<file path="config.mk">
export PLATFORM = sky130hd
export DESIGN_NAME = ts_packet_sync_acquire_core
export DESIGN_NICKNAME = d
export VERILOG_FILES = /design/src/design/tspsa_pkg.sv /design/src/design/tspsa_tracker.sv /design/src/design/tspsa_out_buf.sv /design/src/design/ts_packet_sync_acquire_core.sv
export SDC_FILE = /design/constraint.sdc
export NUM_CORES = 1
export LEC_CHECK = 0
export CAP_MARGIN = 20
export CORE_ASPECT_RATIO = 1.75
export CORE_MARGIN = 4
export CORE_UTILIZATION = 55
export DETAILED_ROUTE_END_ITERATION = 8
export DONT_BUFFER_PORTS = 1
export GPL_ROUTABILITY_DRIVEN = 0
export PLACE_DENSITY_LB_ADDON = 0.05
export SYNTH_ARGS = -nofsm -noshare
export SYNTH_HDL_FRONTEND = slang
export SYNTH_HIERARCHICAL = 1
export SYNTH_SLANG_ARGS = --single-unit
</file>
<file path="constraint.sdc">
create_clock -name clk -period 4.24 [get_ports clk]
set_input_delay 0 -clock clk [delete_from_list [all_inputs] [get_ports clk]]
set_output_delay 0 -clock clk [all_outputs]
set_load 0.05 [all_outputs]
</file>
<file path="src/design/tspsa_pkg.sv">
// types and constants shared by the transport-stream sync lock block
// no dependencies
`timescale 1ns / 1ps
`default_nettype none

package tspsa_pkg;

  localparam int unsigned BYTE_W   = 8;
  localparam int unsigned GAP_W    = 8;
  localparam int unsigned RUN_W    = 16;
  localparam int unsigned KEEP_W   = 11;
  localparam int unsigned THRESH_W = 16;

  localparam logic [BYTE_W-1:0]   SYNC_BYTE    = 8'h47;
  localparam logic [RUN_W-1:0]    RUN_MAX      = 16'hFFFF;
  localparam logic [THRESH_W-1:0] THRESH_RESET = 16'd800;

  // one result item as it leaves the tracker
  typedef struct packed {
    logic [KEEP_W-1:0] keep_count;
    logic              lock_now;
    logic [BYTE_W-1:0] byte_out;
    logic              pass_out;
  } result_t;

endpackage

`default_nettype wire

</file>
<file path="src/design/tspsa_tracker.sv">
// sync-byte tracker: hunt / check state, run count, buffer length and lock decision
// depends on tspsa_pkg
`timescale 1ns / 1ps
`default_nettype none

module tspsa_tracker
  import tspsa_pkg::*;
#(
  parameter int unsigned PACKET_BYTES = 188,
  parameter int unsigned LEAD_PACKETS = 10
) (
  input  wire logic                clk,
  input  wire logic                rst,
  input  wire logic                cfg_wen,
  input  wire logic [THRESH_W-1:0] cfg_wdata,
  input  wire logic                in_fire,
  input  wire logic [BYTE_W-1:0]   data_byte,
  input  wire logic                end_of_buffer,
  output result_t                  result
);

  localparam int unsigned LEAD   = PACKET_BYTES * LEAD_PACKETS;
  localparam int unsigned BUF_W  = $clog2(LEAD + 1);
  localparam int unsigned DIFF_W = (BUF_W > KEEP_W) ? BUF_W : KEEP_W;

  logic [THRESH_W-1:0] lock_threshold;
  logic                locked,  locked_next;
  logic                hunting, hunting_next;
  logic [GAP_W-1:0]    gap_to_check, gap_to_check_next;
  logic [RUN_W-1:0]    run_count, run_count_next;
  // only whether the lead length was reached matters, so the count stops there
  logic [BUF_W-1:0]    buffer_bytes, buffer_bytes_next;
  logic                lock_now;
  logic [DIFF_W-1:0]   keep_diff;
  logic [KEEP_W-1:0]   keep_count;

  always_comb begin
    locked_next       = locked;
    hunting_next      = hunting;
    gap_to_check_next = gap_to_check;
    run_count_next    = run_count;
    buffer_bytes_next = buffer_bytes;
    lock_now          = 1'b0;
    keep_diff         = '0;
    keep_count        = '0;
    if (!locked) begin
      if (buffer_bytes != BUF_W'(LEAD)) begin
        buffer_bytes_next = buffer_bytes + BUF_W'(1);
      end
      if (hunting) begin
        if (data_byte == SYNC_BYTE) begin
          hunting_next      = 1'b0;
          gap_to_check_next = GAP_W'(PACKET_BYTES - 1);
        end
      end else if (gap_to_check != '0) begin
        gap_to_check_next = gap_to_check - GAP_W'(1);
      end else if (data_byte == SYNC_BYTE) begin
        if (run_count != RUN_MAX) begin
          run_count_next = run_count + RUN_W'(1);
        end
        gap_to_check_next = GAP_W'(PACKET_BYTES - 1);
      end else begin
        run_count_next = RUN_W'(1);
        hunting_next   = 1'b1;
      end

      if (end_of_buffer) begin
        // open hunt ends with the buffer; next check a full packet into the next one
        if (hunting_next) begin
          hunting_next      = 1'b0;
          gap_to_check_next = GAP_W'(PACKET_BYTES);
        end
        if (run_count_next >= lock_threshold && buffer_bytes_next == BUF_W'(LEAD)) begin
          locked_next       = 1'b1;
          lock_now          = 1'b1;
          keep_diff         = DIFF_W'(LEAD) - DIFF_W'(gap_to_check_next);
          keep_count        = keep_diff[KEEP_W-1:0];
          run_count_next    = '0;
          gap_to_check_next = '0;
        end
        buffer_bytes_next = '0;
      end
    end
  end

  always_comb begin
    result.pass_out   = locked;
    result.byte_out   = data_byte;
    result.lock_now   = lock_now;
    result.keep_count = keep_count;
  end

  always_ff @(posedge clk) begin
    if (rst) begin
      lock_threshold <= THRESH_RESET;
    end else if (cfg_wen) begin
      lock_threshold <= cfg_wdata;
    end
  end

  always_ff @(posedge clk) begin
    if (rst) begin
      locked       <= 1'b0;
      hunting      <= 1'b0;
      gap_to_check <= '0;
      run_count    <= RUN_W'(1);
      buffer_bytes <= '0;
    end else if (in_fire) begin
      locked       <= locked_next;
      hunting      <= hunting_next;
      gap_to_check <= gap_to_check_next;
      run_count    <= run_count_next;
      buffer_bytes <= buffer_bytes_next;
    end
  end

endmodule

`default_nettype wire

</file>
<file path="src/design/tspsa_out_buf.sv">
// two-entry result queue that decouples the output side from the input side
// depends on tspsa_pkg
`timescale 1ns / 1ps
`default_nettype none

module tspsa_out_buf
  import tspsa_pkg::*;
(
  input  wire logic    clk,
  input  wire logic    rst,
  input  wire logic    push,
  input  wire result_t push_data,
  output logic         not_full,
  output logic         out_valid,
  input  wire logic    out_ready,
  output result_t      out_data
);

  result_t     entries [2];
  logic        wr_ptr;
  logic        rd_ptr;
  logic [1:0]  count;
  logic        pop;

  assign pop       = out_valid && out_ready;
  assign not_full  = (count != 2'd2);
  assign out_valid = (count != 2'd0);
  assign out_data  = entries[rd_ptr];

  always_ff @(posedge clk) begin
    if (push) begin
      entries[wr_ptr] <= push_data;
    end
  end

  always_ff @(posedge clk) begin
    if (rst) begin
      wr_ptr <= 1'b0;
      rd_ptr <= 1'b0;
      count  <= 2'd0;
    end else begin
      if (push) begin
        wr_ptr <= ~wr_ptr;
      end
      if (pop) begin
        rd_ptr <= ~rd_ptr;
      end
      if (push && !pop) begin
        count <= count + 2'd1;
      end else if (pop && !push) begin
        count <= count - 2'd1;
      end
    end
  end

endmodule

`default_nettype wire

</file>
<file path="src/design/ts_packet_sync_acquire_core.sv">
// top level of the transport-stream sync-byte lock block
// depends on tspsa_pkg, tspsa_tracker, tspsa_out_buf
`timescale 1ns / 1ps
`default_nettype none

// Takes one transport-stream byte per transfer, with tlast on the last byte of
// each delivered buffer, and gives one result per byte: the byte echoed, a pass
// flag once the stream is locked, and at the buffer end where lock is reached
// a lock flag with the count of trailing bytes to forward. A byte is taken in
// every cycle while the queue has room: the tracker updates its whole state on
// each transfer, and its result goes into a two-entry output queue, so the
// result appears in the cycle after the transfer. Input is held off only while both
// queue entries wait on the output side. The user must write lock_threshold through
// cfg_wen / cfg_wdata only while no byte is in flight; the block does not enforce it.
module ts_packet_sync_acquire_core
  import tspsa_pkg::*;
#(
  parameter int unsigned PACKET_BYTES = 188,
  parameter int unsigned LEAD_PACKETS = 10
) (
  input  wire logic                clk,
  input  wire logic                rst,
  input  wire logic                cfg_wen,
  input  wire logic [THRESH_W-1:0] cfg_wdata,
  input  wire logic                s_axis_tvalid,
  output logic                     s_axis_tready,
  input  wire logic [7:0]          s_axis_tdata,   // data_byte[7:0]
  input  wire logic                s_axis_tlast,   // end_of_buffer
  output logic                     m_axis_tvalid,
  input  wire logic                m_axis_tready,
  output logic [23:0]              m_axis_tdata,   // byte_out[7:0], keep_count[18:8], zero pad
  output logic [1:0]               m_axis_tuser    // pass_out[0], lock_now[1]
);

  logic    in_fire;
  logic    buf_not_full;
  result_t result;
  result_t out_result;

  assign s_axis_tready = buf_not_full;
  assign in_fire       = s_axis_tvalid && buf_not_full;

  tspsa_tracker #(
    .PACKET_BYTES (PACKET_BYTES),
    .LEAD_PACKETS (LEAD_PACKETS)
  ) u_tracker (
    .clk           (clk),
    .rst           (rst),
    .cfg_wen       (cfg_wen),
    .cfg_wdata     (cfg_wdata),
    .in_fire       (in_fire),
    .data_byte     (s_axis_tdata),
    .end_of_buffer (s_axis_tlast),
    .result        (result)
  );

  tspsa_out_buf u_out_buf (
    .clk       (clk),
    .rst       (rst),
    .push      (in_fire),
    .push_data (result),
    .not_full  (buf_not_full),
    .out_valid (m_axis_tvalid),
    .out_ready (m_axis_tready),
    .out_data  (out_result)
  );

  assign m_axis_tdata = {5'b0, out_result.keep_count, out_result.byte_out};
  assign m_axis_tuser = {out_result.lock_now, out_result.pass_out};

endmodule

`default_nettype wire

</file>
# Yosys cells after proc, flatten, opt, wreduce, memory -nomap -nowiden
# Memories as Yosys holds them, arrays and structs flattened. A register that Yosys moved wholly into a read port is not among the register bits.
# Index checks and enable logic that the tools add are counted.
# op_classes
mux,36
n_eq_ne,5
n_lt_le_gt_ge,1
bitwise,3
add_sub_neg,6
reduce_logical,11
# op_table
cell,n
16-bit two-way mux,7
11-bit two-way mux,6
8-bit two-way mux,8
"16-bit by 1-bit adder with 16-bit output, second input constant",1
16-bit >= comparator,1
"16-bit inequality test, second input constant",1
1-bit two-way mux,13
"11-bit by 1-bit adder with 11-bit output, second input constant",1
"11-bit equality test, second input constant",1
"11-bit inequality test, second input constant",1
"9-bit by 9-bit subtractor with 10-bit output, first input constant",1
"8-bit by 7-bit equality test with 1-bit output, second input constant",1
8-bit nonzero test,1
"8-bit by 1-bit subtractor with 8-bit output, second input constant",1
1-bit logical AND,5
2-bit two-way mux,2
2-bit nonzero test,2
1-bit NOT,3
"2-bit by 1-bit adder with 2-bit output, second input constant",1
1-bit zero test,2
"2-bit inequality test, second input constant",1
2-bit AND reduction,1
"2-bit by 1-bit subtractor with 2-bit output, second input constant",1
# word_totals
in_bits,30
mem_count,1
out_inout_bits,28
ramBits,42
word_cells,72
reg_bits,57
# mem_list
memory,words,word_bits,rd,rd_ports_with_merged_regs,wr,line,source
u_out_buf.entries,2,21,1,1,1,tspsa_out_buf.sv:19,result_t entries [2];

# Logic depth before layout (Yosys ltp)
# Gate-level depths: netlist of run 1.
# logic_depth
depth_word,12
mapped_depth,18
ltp_nobuf,15

# Modules after synthesis
# Netlist of run 1, hierarchy kept.
# by_module_without_submodules
module,area_each_um2,cells_per_inst,n_inst,seq_area_each_um2
tspsa_tracker,3956.3,518,1,1061.0
tspsa_out_buf,1716.6,87,1,1361.3
ts_packet_sync_acquire_core,47.5,7,1,0.0

# Worst setup path before layout of run 1
# Ideal clock, no wire load.
# synth_timing
kind,register to register
startpoint,register u_tracker.gap_to_check[0]
endpoint,"memory u_out_buf/entries[0][14] (netlist bit), data pin"
period_less_slack_ps,3783
path_buffers,3
t_required_ps,4037
setup_time_ps,203
path_stages_with_launch,17
t_arrival_ps,3580
setup_slack_ps,457
path_cell_list,dfxtp_1 -> clkbuf_1 -> inv_1 -> ha_1 -> nor4b_1 -> and2_1 -> buf_2 -> o21ai_0 -> a21oi_1 -> inv_1 -> ha_1 -> nand4_1 -> a2111oi_0 -> a211oi_1 -> or4_1 -> buf_2 -> a2111oi_2
# synth_lines
item,line,source
"start, declared",tspsa_tracker.sv:29,"logic [GAP_W-1:0] gap_to_check, gap_to_check_next;"
"start signal, assigned",tspsa_tracker.sv:111,gap_to_check <= gap_to_check_next;
"end, declared",tspsa_out_buf.sv:19,

==> metrics.md, run 1 <==
| Metric | Value |
|---|---|
| Post-synth EDFFs | 42 |
| Critical Path Start Type | register |
| Worst Path Arrival | approximately 4100 ps |
| Async S/R FF share, synth | 0% |
| Register area share after synthesis | 42.34% |
| Cell Pwr Density | between 500 and 600 nW/µm² |
| Total Nets Final | 700 |
| First-pass GRT wire length | about 23000 µm |
| Synth top area share | between 20% and 30% |
| Io pins | 58 |
| Root Driver | clkbuf_16 |
| Port bufs | 0 |
| Most frequent cell after synthesis | dfxtp_1 |
| Grt total ovfl | 0 |
| Worst-case clock skew | 10.85 ps |
| Finish-stage setup viols | 0 |
| Placeable Area | 10240 µm² |
| CTS clock-pin slew for the worst setup and hold paths | 70 ps |
| Pre-Repair DR Iteration Count | 6 |
| Hold Crit Class | input pin to register |
| Starting Density | 55.87% |
| Max Clk Rate | ~250 MHz |
| Final setup TNS | 0 ps |
| Power Internal | 2283 µW |
| Synth Warn # | 6 |
| WL final | 14270 µm |
| Fin crit period | 4012 ps |
| Final Hold Viols | 0 |
| Least-Margin Pin Slew | 968.2 ps |
| Row cnt | 49 |
| Synth Flop Type | dfxtp_1 |
| GRT Total Usage | 23.38% |
| Top cells by area, synth | edfxtp_1 (22%), dfxtp_1 (20%), ha_1 (5.0%) |
| Reg power frac | 31.0% |
| Slew headroom | 35.45% |
| Largest net degree at the start of global routing | 37 |
| Fin crit share | roughly 95% |
| Synthesized area per cell | 9.347 µm² |
| Lkg Pwr | 0.002613 µW |
| Endpoint type of the worst setup path | register |
| Outcome | finished, final reports clean |
| CP max FO | 8 |
| Sw Share | 42.44% |
| N_diodes | 0 |
| Vias post-DR | 4857 |
| CTS Buffer Depth | 2 |
| Cells after Synth | 612 |
| Iter 0 DRT Violations | 376 |
| Remaining DRCs | 0 |
| Clk_lat worst skew | 350 ps |
| WP data required | 4340 ps |
| CTS Buf Count | 9 |
| Synth cell types | 66 |
| Max-slew violations | 0 |
| Logic gate share of total power | 47.4% |
| FILL cells | 839 |
| Post-synth top cells | dfxtp_1 (58), nor2_1 (47), nand2_1 (45) |
| Vias in the first global route | 4708 |
| Cell taking the most area after synthesis | edfxtp_1 |
| Clk sinks | 100 |
| DR WL/cell | 18.32 µm |
| Die width | 85.10 µm |
| Area added between synthesis and finish | 16.84% |
| Die area | 12160 µm² |
| Kind of critical path | register to register |
| Max-cap violations | 0 |
| Share of power burned in the clock network | 21.6% |
| Share of cells above drive strength 1 | 13.50% |
| Vias per Instance | 6.235 |
| HPWL after DPL | 9663 µm |
| Place WS | -120.6 ps |
| Cell Area, Synth | approximately 5700 µm² |
| Die height | 142.9 µm |
| Slack of the critical path | 227.6 ps |
| CTS HTree Levels | 3 |
| #FFs+latches synth | 100 |
| Worst VDD drop | 0.5108 mV |
| Net Switching | around 1700 µW |
| Routed Antenna Nets | 0 |
| CTS tree | done |
| Initial antenna violation count | 0 |
timing repair:
action,CTS,global route
buffers inserted,0,1
pin swaps,0,1
endpoints found under the setup margin,20,48
resized for setup,2,7
hold buffers,48,0
cloned,0,0
hold endpoints to repair,56,0
through the flow:
stage	utilization [%]	hold slack, ps	power (µW)	area [µm²]	cells
5_1_grt	65.28	40.02	4177	6684	779
6_report	65.28	14.21	3967	6684	779
4_1_cts	64.85	4.694	3924	6640	777
3_3_place_gp	56.85	74.46	2977	5821	713
2_1_floorplan	-	69.07	2607	5736	616
3_5_place_dp	56.85	83.26	2997	5821	713
state kept, by name (all words and copies together) (netlist names), named ones only:
signal and count:
u_tracker/buffer_bytes 11, u_tracker/run_count 16, u_out_buf/count 2, u_tracker/gap_to_check 8, u_out_buf/entries 42, u_out_buf/wr_ptr 1
u_tracker/locked 1, u_tracker/lock_threshold 16, u_tracker/hunting 1, u_out_buf/rd_ptr 1
path summary, 6_finish.rpt:
kind | startpoint | slack, ps | endpoint | cells after the start
setup / recovery | u_tracker/run_count[2] | 230 | u_out_buf/entries[0][15] | 15
hold / removal | s_axis_tlast | 10 | u_tracker/gap_to_check[1] | 3
setup reg to reg | u_tracker/run_count[2] | 230 | u_out_buf/entries[0][15] | 15
hold reg to reg | u_tracker/lock_threshold[8] | 500 | u_tracker/lock_threshold[8] | 2
critical path, stage by stage, from the launching register on:
cell and delay, ps:
dfxtp_1 420, and3_2 270, nand4_1 210, buf_4 220, nor2_1 170, a31oi_1 110, o21ai_0 290, inv_1 80
ha_1 300, a211oi_1 260, nor2_1 90, or3_1 340, a211oi_1 450, or4_4 310, nor4_1 70, buf_4 170
cells by family (layout without fill, tap and decap cells):
kind of cell / after synthesis / in the layout / share of synthesized area, %
AO/OA/AOI/OAI: 146 / 146 / 17.48
XOR/XNOR: 16 / 16 / 2.450
adder cells (fa/ha/maj): 23 / 23 / 5.031
buffers and inverters: 89 / 125 / 7.283
flip-flops: 100 / 100 / 42.34
multiplexers: 36 / 36 / 6.780
other: 1 / 5 / 0.06555
AND/OR/NAND/NOR: 201 / 201 / 18.57
power groups by stage:
stage / logic [µW] / registers, µW / clock network (µW)
global placement: 1730 / 1240 / 0
floorplan: 1400 / 1210 / 0
global route: 2010 / 1250 / 923
detailed placement: 1740 / 1250 / 0
CTS: 1820 / 1230 / 877
finish: 1880 / 1230 / 858
per-layer routing:
layer  global-route usage, %  wire length (µm)  vias up
met2                   44.14              7916      153
met5                       0                 0        -
met3                   3.637               657       33
li1                        -                 -     2319
met1                   25.37              5344     2352
met4                   9.842               357        0
cell type report:
type                            count  area, µm²  share of cell area [%]
Multi-Input combinational cell    427       2943                   44.03
Inverter                           33      123.9                   1.853
Timing Repair Buffer               76      716.9                   10.73
Tap cell                          127      158.9                   2.377
Clock inverter                      7      93.84                   1.404
Clock buffer                        9      225.2                   3.370
Sequential cell                   100       2422                   36.24
layout by cell type (no fill, tap or decap), types with 22 or more instances in the layout:
cell           Yosys  routed
a21oi_1           41      40
buf_4             18      26
dfxtp_1           58      58
dlygate4sd3_1      0      47
edfxtp_1          42      42
ha_1              23      23
inv_1             33      33
mux2_2            22      22
nand2_1           45      45
nor2_1            47      47
o21ai_0           26      26
No activity file was read; power rests on OpenSTA's default activity.
==> run 2: changes to the inputs <==
Settings changed: CORE_ASPECT_RATIO 1.75 to unset, GPL_TIMING_DRIVEN set to 1.
Clock period 4.24 ns to 4.7 ns, I/O delays scaled along.
==> run 2 against run 1 <==
  * Wire length fell by 12%
  * Sequential cell count did not move
  * First-iteration DRC count fell by 34%
  * Power fell by 20%
  * Via count fell by 5.7%
  * Critical path type unchanged
  * Largest power group unchanged
==> metrics.md, run 2 (synthesized netlist as in run 1, its figures left out) <==
| Metric | Value |
|---|---|
| Worst-path cell chain | inv_1 -> ha_1 -> nor4b_2 -> and2_2 -> nand2_1 -> nor3_1 -> a21oi_1 -> inv_1 -> ha_1 -> nand4_1 -> a2111oi_0 -> a211oi_1 -> or4_4 -> a2111oi_2 |
| Clk_lat worst skew | 360 ps (about the same) |
| CTS HTree Levels | 3 (unchanged) |
| Initial antenna violation count | 0 (unchanged) |
| Worst Path Arrival | 4460 ps (+340 ps) |
| Vias post-DR | 4580 (-5.7%) |
| Vias per Instance | 6.026 (-3.3%) |
| Largest registers | u_out_buf/entries x42, u_tracker/lock_threshold x16, u_tracker/run_count x16 |
| DR WL/cell | 16.59 µm (-9.5%) |
| Max-cap violations | 0 (unchanged) |
| Final instance area | 6337 µm² (-5.2%) |
| Fin crit share | 91.59% (-3.0 points) |
| Hold wc startpoint | s_axis_tvalid |
| Slew headroom | 32.94% (-2.5 points) |
| Max reg flops | 42 (unchanged) |
| Most common cell after layout, fill and taps aside | dfxtp_1 |
| Worst Setup SP | u_tracker/gap_to_check[0] |
| Share of cells above drive strength 1 | 10.05% (-3.4 points) |
| Grt total ovfl | 0 (unchanged) |
| Placed Area | 5673 µm² (-2.5%) |
| CTS Buffer Depth | 2 (unchanged) |
| Setup repair after global routing missed its margin | no |
| N_diodes | 0 (unchanged) |
| Total Nets Final | 675 (-3.6%) |
| Finish-stage setup viols | 0 (unchanged) |
| CP max FO | 13 (+5) |
| Vias in the first global route | 4259 (-9.5%) |
| CP max stage delay | 640 ps (+190 ps) |
| FILL cells | 857 (+2.1%) |
| Worst R2R Start | u_tracker/gap_to_check[0] |
| Row cnt | 36 (-27%) |
| CTS tree | done |
| Hold Crit Class | input pin to register |
| Root Driver | clkbuf_8 |
| Io pins | 58 (unchanged) |
| Least-Margin Pin Slew | 1001 ps (+33.19 ps) |
| Port bufs | 0 (unchanged) |
| Worst VDD drop | 0.2996 mV (-41%) |
| HPWL after DPL | 8280 µm (-14%) |
| Fin crit period | 4305 ps (+292.4 ps) |
| Final cell count without fillers | 760 (-2.4%) |
| Starting Density | 57.47% (+1.6 points) |
| Endpoint type of the worst setup path | register |
| Max Clk Rate | 232.3 MHz (-6.8%) |
| First-pass GRT wire length | 20620 µm (-10%) |
| Final Hold Viols | 0 (unchanged) |
| WP data required | 4860 ps (+520 ps) |
| Remaining DRCs | 0 (unchanged) |
| Area added between synthesis and finish | 10.78% |
| Setup Fix Bufs, Post-CTS | 0 (unchanged) |
| Die width | 110.0 µm (+29%) |
| Critical Path Start Type | register |
| Cell Pwr Density | 502.0 nW/µm² (-15%) |
| Most frequent cells in the layout | dfxtp_1 (58), nor2_1 (47), nand2_1 (44) |
| Placed Cells | 700 (-1.8%) |
| Routed Antenna Nets | 0 (unchanged) |
| Finished Core Util | 63.66% (-1.6 points) |
| Pre-Repair DR Iteration Count | 5 (-1) |
| Clk sinks | 100 (unchanged) |
| CTS Buf Count | 9 (unchanged) |
| Placeable Area | 9955 µm² (-2.8%) |
| Die height | 110.0 µm (-23%) |
| Final setup TNS | 0 ps (unchanged) |
| Max-slew violations | 0 (unchanged) |
| Worst-case clock skew | 4.666 ps (-6.188 ps) |
| Largest delay share family, worst path | simple AND/OR/NAND/NOR gates |
| Slowest cell on crit path | or4_4 |
| Iter 0 DRT Violations | 249 (-34%) |
| Die area | 12100 µm² (-0.53%) |
| CTS clock-pin slew for the worst setup and hold paths | 90 ps (+20 ps) |
| Kind of critical path | register to register |
| Largest net degree at the start of global routing | 37 (unchanged) |
| Lkg Pwr | 0.002422 µW (-7.3%) |
| WL final | 12610 µm (-12%) |
| GRT Total Usage | 21.36% (-2.0 points) |
| Outcome | finished, final reports clean |
| Buffers and inverters on the worst path | 2 (-1) |
| Biggest register | u_out_buf/entries |
[run 2: cell count changes in the layout (fill, tap and decap cells not counted), moves of 2 or more]
| cell | delta |
|---|---|
| nor4_2 | -2 |
| inv_8 | -2 |
| dlygate4sd3_1 | -4 |
| nor4_1 | +2 |
| buf_4 | -19 |
| clkbuf_8 | +9 |
| clkbuf_16 | -9 |
[run 2: routing by layer]
metal	wire [µm]	vias up	global-route usage [%]
met1	6004	2158	29.17
met2	5786	138	34.71
li1	-	2270	-
met3	649	14	2.796
met4	169	0	7.836
met5	0	-	0
[run 2: worst register-to-register path, cell delays in order, from the launching register on]
cell and delay, ps:
dfxtp_1 510, inv_1 150, ha_1 250, nor4b_2 170
and2_2 320, nand2_1 270, nor3_1 90, a21oi_1 180
inv_1 70, ha_1 290, nand4_1 160, a2111oi_0 410
a211oi_1 210, or4_4 640, a2111oi_2 400
[run 2: cell type report]
| type | count | area [µm²] | share of cell area (%) |
|---|---|---|---|
| clock buffers | 9 | 123.9 | 1.955 |
| repair buffers | 51 | 503.0 | 7.937 |
| well taps | 133 | 166.4 | 2.626 |
| multi-input cells | 427 | 2922 | 46.10 |
| clock inverters | 7 | 76.32 | 1.204 |
| flip-flops and latches | 100 | 2422 | 38.22 |
| inverters | 33 | 123.9 | 1.955 |
[run 2: what timing repair did]
| item | CTS | global route |
|---|---|---|
| endpoints found under the setup margin | 0 | 35 |
| gates resized for setup | 0 | 4 |
| hold buffers | 44 | 0 |
| hold endpoints to repair | 58 | 0 |
[run 2: worst paths after layout]
check                                                   end  slack (ps)  cells past startpoint
worst min-delay path                       u_out_buf/wr_ptr          70                      3
worst max-delay path               u_out_buf/entries[0][14]         400                     14
worst max register to register     u_out_buf/entries[0][14]         400                     14
worst min register to register  u_tracker/lock_threshold[9]         500                      2
[run 2: metrics by stage]
| stage | hold slack (ps) | power, µW | worst slack (ps) |
|---|---|---|---|
| floorplan | 69.07 | 2352 | 916.6 |
| global placement | 74.47 | 2572 | 370.9 |
| detailed placement | 75.07 | 2577 | 236.1 |
| CTS | 56.86 | 3176 | 191.6 |
| global route | 78.19 | 3377 | 34.68 |
| finish | 66.73 | 3182 | 395.2 |
[run 2: where the power goes]
part           internal, µW  leakage (µW)  switching (µW)
Combinational           524       0.00145             969
Clock                   249     0.0000958             295
Sequential             1030      0.000875             119
Total                  1800       0.00242            1380
